File: src/tts_pkg.sv
package tts_pkg;

    localparam int MaxRows = 64;
    localparam int IdxW    = 6;
    localparam int CntW    = 7;
    localparam int DivStepW = 6;

    localparam logic signed [31:0] QMax = 32'sh7fffffff;
    localparam logic signed [31:0] QMin = 32'sh80000000;

    typedef struct packed {
        logic signed [31:0] off_diag;
        logic signed [31:0] diag;
        logic signed [31:0] rhs;
        logic               last_row;
    } row_t;

    typedef struct packed {
        logic signed [31:0] solution;
        logic [IdxW-1:0]    row_index;
        logic               last;
        logic               div_error;
    } sol_t;

    // Row handed from the front to the back, with its index and final mark
    typedef struct packed {
        logic signed [31:0] off_diag;
        logic signed [31:0] diag;
        logic signed [31:0] rhs;
        logic [IdxW-1:0]    idx;
        logic               fin;
    } job_t;

    typedef enum logic [3:0] {
        ST_IDLE,
        ST_RDPREV,
        ST_MULA,
        ST_MULB,
        ST_DIVA,
        ST_DIVB,
        ST_WRITE,
        ST_BRD,
        ST_BMUL,
        ST_BSUM,
        ST_EMIT_RD,
        ST_EMIT
    } state_t;

    // Q16.16 product, floor shift, saturate
    function automatic logic signed [31:0] qmul(input logic signed [31:0] a,
                                                 input logic signed [31:0] b);
        logic signed [63:0] p;
        logic signed [47:0] q;
        begin
            p = a * b;
            q = p[63:16];
            if (q > 48'sh00007fffffff)
                qmul = QMax;
            else if (q < -48'sh000080000000)
                qmul = QMin;
            else
                qmul = q[31:0];
        end
    endfunction

    function automatic logic signed [31:0] sat33(input logic signed [32:0] v);
        begin
            if (v > 33'sh07fffffff)
                sat33 = QMax;
            else if (v < -33'sh080000000)
                sat33 = QMin;
            else
                sat33 = v[31:0];
        end
    endfunction

endpackage

File: src/tts_if.sv
interface tts_row_if;
    logic           valid;
    logic           ready;
    tts_pkg::row_t  payload;
    modport source (output valid, output payload, input ready);
    modport sink   (input valid, input payload, output ready);
endinterface


File: src/tts_front.sv
module tts_front (
    input  logic           clk,
    input  logic           rst_n,
    tts_row_if.sink        rows,
    output logic           job_valid,
    input  logic           job_ready,
    output tts_pkg::job_t  job
);
    // Two-entry queue of classified rows
    tts_pkg::job_t             q_reg [2];
    logic [1:0]                cnt_reg, cnt_next;
    logic                      rd_reg, rd_next;
    logic [tts_pkg::CntW-1:0]  row_reg, row_next;
    tts_pkg::job_t             in_job;
    logic                      push, pop;

    assign rows.ready = (cnt_reg != 2'd2);
    assign push       = rows.valid && rows.ready;
    assign job_valid  = (cnt_reg != 2'd0);
    assign pop        = job_valid && job_ready;
    assign job        = q_reg[rd_reg];

    always_comb
    begin
        in_job.off_diag = rows.payload.off_diag;
        in_job.diag     = rows.payload.diag;
        in_job.rhs      = rows.payload.rhs;
        in_job.idx      = row_reg[tts_pkg::IdxW-1:0];
        in_job.fin      = rows.payload.last_row ||
                          (row_reg == tts_pkg::CntW'(tts_pkg::MaxRows - 1));
        cnt_next = cnt_reg + {1'b0, push} - {1'b0, pop};
        rd_next  = pop ? ~rd_reg : rd_reg;
        row_next = row_reg;
        if (push)
        begin
            row_next = in_job.fin ? '0 : row_reg + 1'b1;
        end
    end

    always_ff @(posedge clk)
    begin
        if (push)
        begin
            q_reg[rd_reg ^ cnt_reg[0]] <= in_job;
        end
    end

    always_ff @(posedge clk or negedge rst_n)
    begin
        if (!rst_n)
        begin
            cnt_reg <= '0;
            rd_reg  <= 1'b0;
            row_reg <= '0;
        end
        else
        begin
            cnt_reg <= cnt_next;
            rd_reg  <= rd_next;
            row_reg <= row_next;
        end
    end
endmodule

File: src/flat_wrapper.sv
// flat-port wrapper written by rule: the top's interface ports become plain ports
module tts_front_flat 
  (clk, rst_n, job_valid, job_ready, job, rows_valid, rows_payload, rows_ready);
  tts_row_if rows_i ();
  input  logic clk;
  input  logic rst_n;
  output logic job_valid;
  input  logic job_ready;
  output tts_pkg::job_t job;
  input wire logic [$bits(rows_i.valid)-1:0] rows_valid;
  input wire logic [$bits(rows_i.payload)-1:0] rows_payload;
  output wire logic [$bits(rows_i.ready)-1:0] rows_ready;
  assign rows_i.valid = rows_valid;
  assign rows_i.payload = rows_payload;
  assign rows_ready = rows_i.ready;
  tts_front u_core (.clk(clk), .rst_n(rst_n), .rows(rows_i), .job_valid(job_valid), .job_ready(job_ready), .job(job));
endmodule
File: config.mk
export PLATFORM = sky130hd
export DESIGN_NAME = tts_front_flat
export DESIGN_NICKNAME = d
export VERILOG_FILES = /design/src/tts_pkg.sv /design/src/tts_if.sv /design/src/tts_front.sv /design/src/flat_wrapper.sv
export SDC_FILE = /design/constraint.sdc
export NUM_CORES = 1
export LEC_CHECK = 0
export ABC_AREA = 1
export BUFFER_PORTS_ARGS = -buffer_cell sky130_fd_sc_hd__clkbuf_2
export CAP_MARGIN = 20
export CORE_MARGIN = 3
export CORE_UTILIZATION = 25
export CTS_CLUSTER_SIZE = 24
export DETAILED_ROUTE_END_ITERATION = 10
export HOLD_SLACK_MARGIN = 0.1
export SKIP_LAST_GASP = 1
export SYNTH_ARGS = -nofsm -noshare
export SYNTH_HDL_FRONTEND = slang
export SYNTH_SLANG_ARGS = --single-unit
File: constraint.sdc
create_clock -name clk -period 7.9 [get_ports clk]
set_input_delay 1.185 -clock clk [delete_from_list [all_inputs] [get_ports clk]]
set_output_delay 1.185 -clock clk [all_outputs]
set_load 0.01 [all_outputs]
==> impl_metrics.tcl <==
set metrics [dict create \
    outcome "complete, no violations" \
    grtUsageTotal 0.09921 \
    power.switching_mw 1.501 \
    crit_fanout 75 \
    gp_congestion 0.7187 \
    routedWlPerCell_um 14.41 \
    coreArea_sq_um 31640 \
    h-tree-depth 1 \
    grt_pass1_wl_um 26680 \
    seqPwrFrac 0.432 \
    async_flop_share 0.04630 \
    final.period_utilization 0.4567 \
    drt_iter0_drc 316 \
    yosys_warnings 0 \
    cts_buffer_depth 3 \
    row_count 65 \
    worstSetupStartpointType "register" \
    pin_count 206 \
    p_per_area_nw_per_um2 418.3 \
    syn_area_per_cell_sq_um 13.15 \
    critPathMaxStageDelay_ns 0.73 \
    synth_cell_types 23 \
    worst_path_max_delay_cell "dfrtp_4" \
    area_delta_synth_final_pct 28.52 \
    reg2reg_slack_ns 5.48 \
    final_antenna_net_count 0 \
    clock_skew_ns 0.01273 \
    cts_hold_buf 0 \
    slew_violations 0 \
    final_cell_area_sq_um 10340 \
    overflow 0 \
    tns_ns 0 \
    grt_setup_unrepaired "false" \
    min_period_ns 3.608 \
    layout.cells.non_filler 1248 \
    antenna_found_initial 1 \
    syn_area_sq_um 8046 \
    via_count 5063 \
    drc_errors 0 \
    insertion_delay_ns 0.51 \
    clockPowerShare 0.256 \
    grt_pass1_vias 4950 \
    synth_edf_count 206 \
    crit_buf_inv 3 \
    cp.arrival_ns 2.42 \
    postCtsSetupBuffers 0 \
    dieArea_sq_um 34380 \
    p_sw_frac 0.3471 \
    vdd_drop_max_mv 0.1987 \
    dp.cells 1201 \
    drive_above_1_share 0.3049 \
    num-nets-final 929 \
    grt_start_max_net_pins 76 \
    synth_nets 716 \
    largest_register_ffs 206 \
    finalSetupViolCount 0 \
    p_leak_nw 4.424 \
    worstMarginPinSlew_ns 0.8241 \
    die_x_um 185.4 \
    cap_violations 0 \
    final_util 0.3269 \
    dpl-instance-area_sq_um 9539 \
    hp-class "register to register" \
    cp_cell_sequence "inv_4 > buf_16 > nand2_1 > nand2_1 > clkbuf_2" \
    cp-end-kind "output pin" \
    combPwrFrac 0.313 \
    worstPathRequired_ns 6.71 \
    finalHoldViolations 0 \
    p_int_mw 2.824 \
    synth_flop_cell "edfxtp_1" \
    fmaxAchievable_mhz 277.1 \
    crit_family "buffers and inverters" \
    die_h_um 185.4 \
    cts_resized 0 \
    port-buffer-count 205 \
    setup.worst_path.class "register to output pin" \
    cts.clk_slew.worst_paths_ns 0.06 \
    syn_inst 612 \
    clock-root-buffer "clkbuf_16" \
    cts.sinks 216 \
    drt_wl_total_um 17980 \
    ys_ff_latch 216 \
    relSlewSlack 0.4506 \
    ys_seq_area_frac 0.7999 \
    vias_per_cell 4.057 \
    tritoncts "built" \
    cpMostUsedCell "nand2_1" \
    initial_core_util 0.2543 \
    hpwl_um 11340 \
    firstDrtPassIters 6 \
    cts_made_buffers 24 \
]
[metrics by stage]
step	hold slack (ns)	setup slack [ns]	power, mW
after floorplan	0.4645	1.676	2.708
after global placement	0.4844	4.436	3.268
after detailed placement	0.4952	4.707	3.303
after CTS	0.5036	4.144	4.432
after global routing	0.5286	4.064	4.634
final	0.4987	4.292	4.326
[layout by cell type, fill, tap and decap left out, drive strengths merged, types with 4 or more instances in the layout]
cell	n
clkbuf	232
nor2	10
clkinv	13
buf	6
nand2	329
nand3	4
edfxtp	206
inv	12
dfrtp	10
[synthesized netlist by cell type, types with 2 or more instances]
library cell,count,area (sq um)
nand2_2,2,12.51
o21bai_2,2,22.52
edfxtp_1,206,6186
xnor2_1,3,26.28
o21ai_1,2,10.01
dfrtp_1,10,250.2
nand3_1,4,20.02
buf_4,2,15.01
buf_2,14,70.07
inv_1,10,37.54
a21oi_1,2,10.01
ha_1,3,37.54
nor2_1,9,33.78
inv_2,2,7.510
nand2_1,327,1227
clkbuf_1,7,26.28
[cell type report]
cell class                 count  area (sq um)
fill                        3136         21300
sequential                   216          6440
multi-input combinational    360          1458
timing repair buffer         211          1091
clock buffer                  27         633.1
tap                          402         503.0
clock inverter                17         161.4
inverter                      12         47.55
antenna                        3         7.507
[power groups by stage]
stage | clock (mW) | combinational (mW) | sequential [mW]
CTS | 1.15 | 1.41 | 1.88
floorplan | 0 | 0.825 | 1.88
global route | 1.20 | 1.53 | 1.90
finish | 1.11 | 1.35 | 1.87
global placement | 0 | 1.38 | 1.89
detailed placement | 0 | 1.40 | 1.90
[layer usage]
layer,global-route usage,vias to the layer above,part of all wire,routed length (um)
li1,-,2482,-,-
met1,0.1268,2389,0.43,7819
met2,0.1633,159,0.46,8289
met3,0.03044,33,0.076,1375
met4,0.02881,0,0.027,494
met5,0,-,0,0
[final timing paths]
path	endpoint	depth (start not counted)	start
min	u_core.row_reg[6]$_DFFE_PN0P_	2	u_core.row_reg[6]$_DFFE_PN0P_
min reg2reg	u_core.row_reg[6]$_DFFE_PN0P_	2	u_core.row_reg[6]$_DFFE_PN0P_
max in group asynchronous	u_core.rd_reg$_DFFE_PN0P_	1	rst_n
max reg2reg	u_core.q_reg[0][77]$_DFFE_PP_	4	u_core.rd_reg$_DFFE_PN0P_
max	job[41]	5	u_core.rd_reg$_DFFE_PN0P_
min in group asynchronous	u_core.cnt_reg[0]$_DFF_PN0_	1	rst_n
[worst reg2reg max path: stages, from the launching register on]
cell	delay (ns)
dfrtp_4	0.73
xnor2_1	0.42
inv_1	0.12
nor2_4	0.10
buf_4	0.65
[logic make-up after synthesis]
logic type               Yosys count  synth area share
AND/OR/NAND/NOR                  346            0.1639
AO/OA/AOI/OAI                      7          0.006375
XOR/XNOR                           4          0.004355
flip-flops                       216            0.7999
adder cells (fa/ha/maj)            3          0.004665
buffers and inverters             36           0.02084
Power figures use the tool's default switching activity.
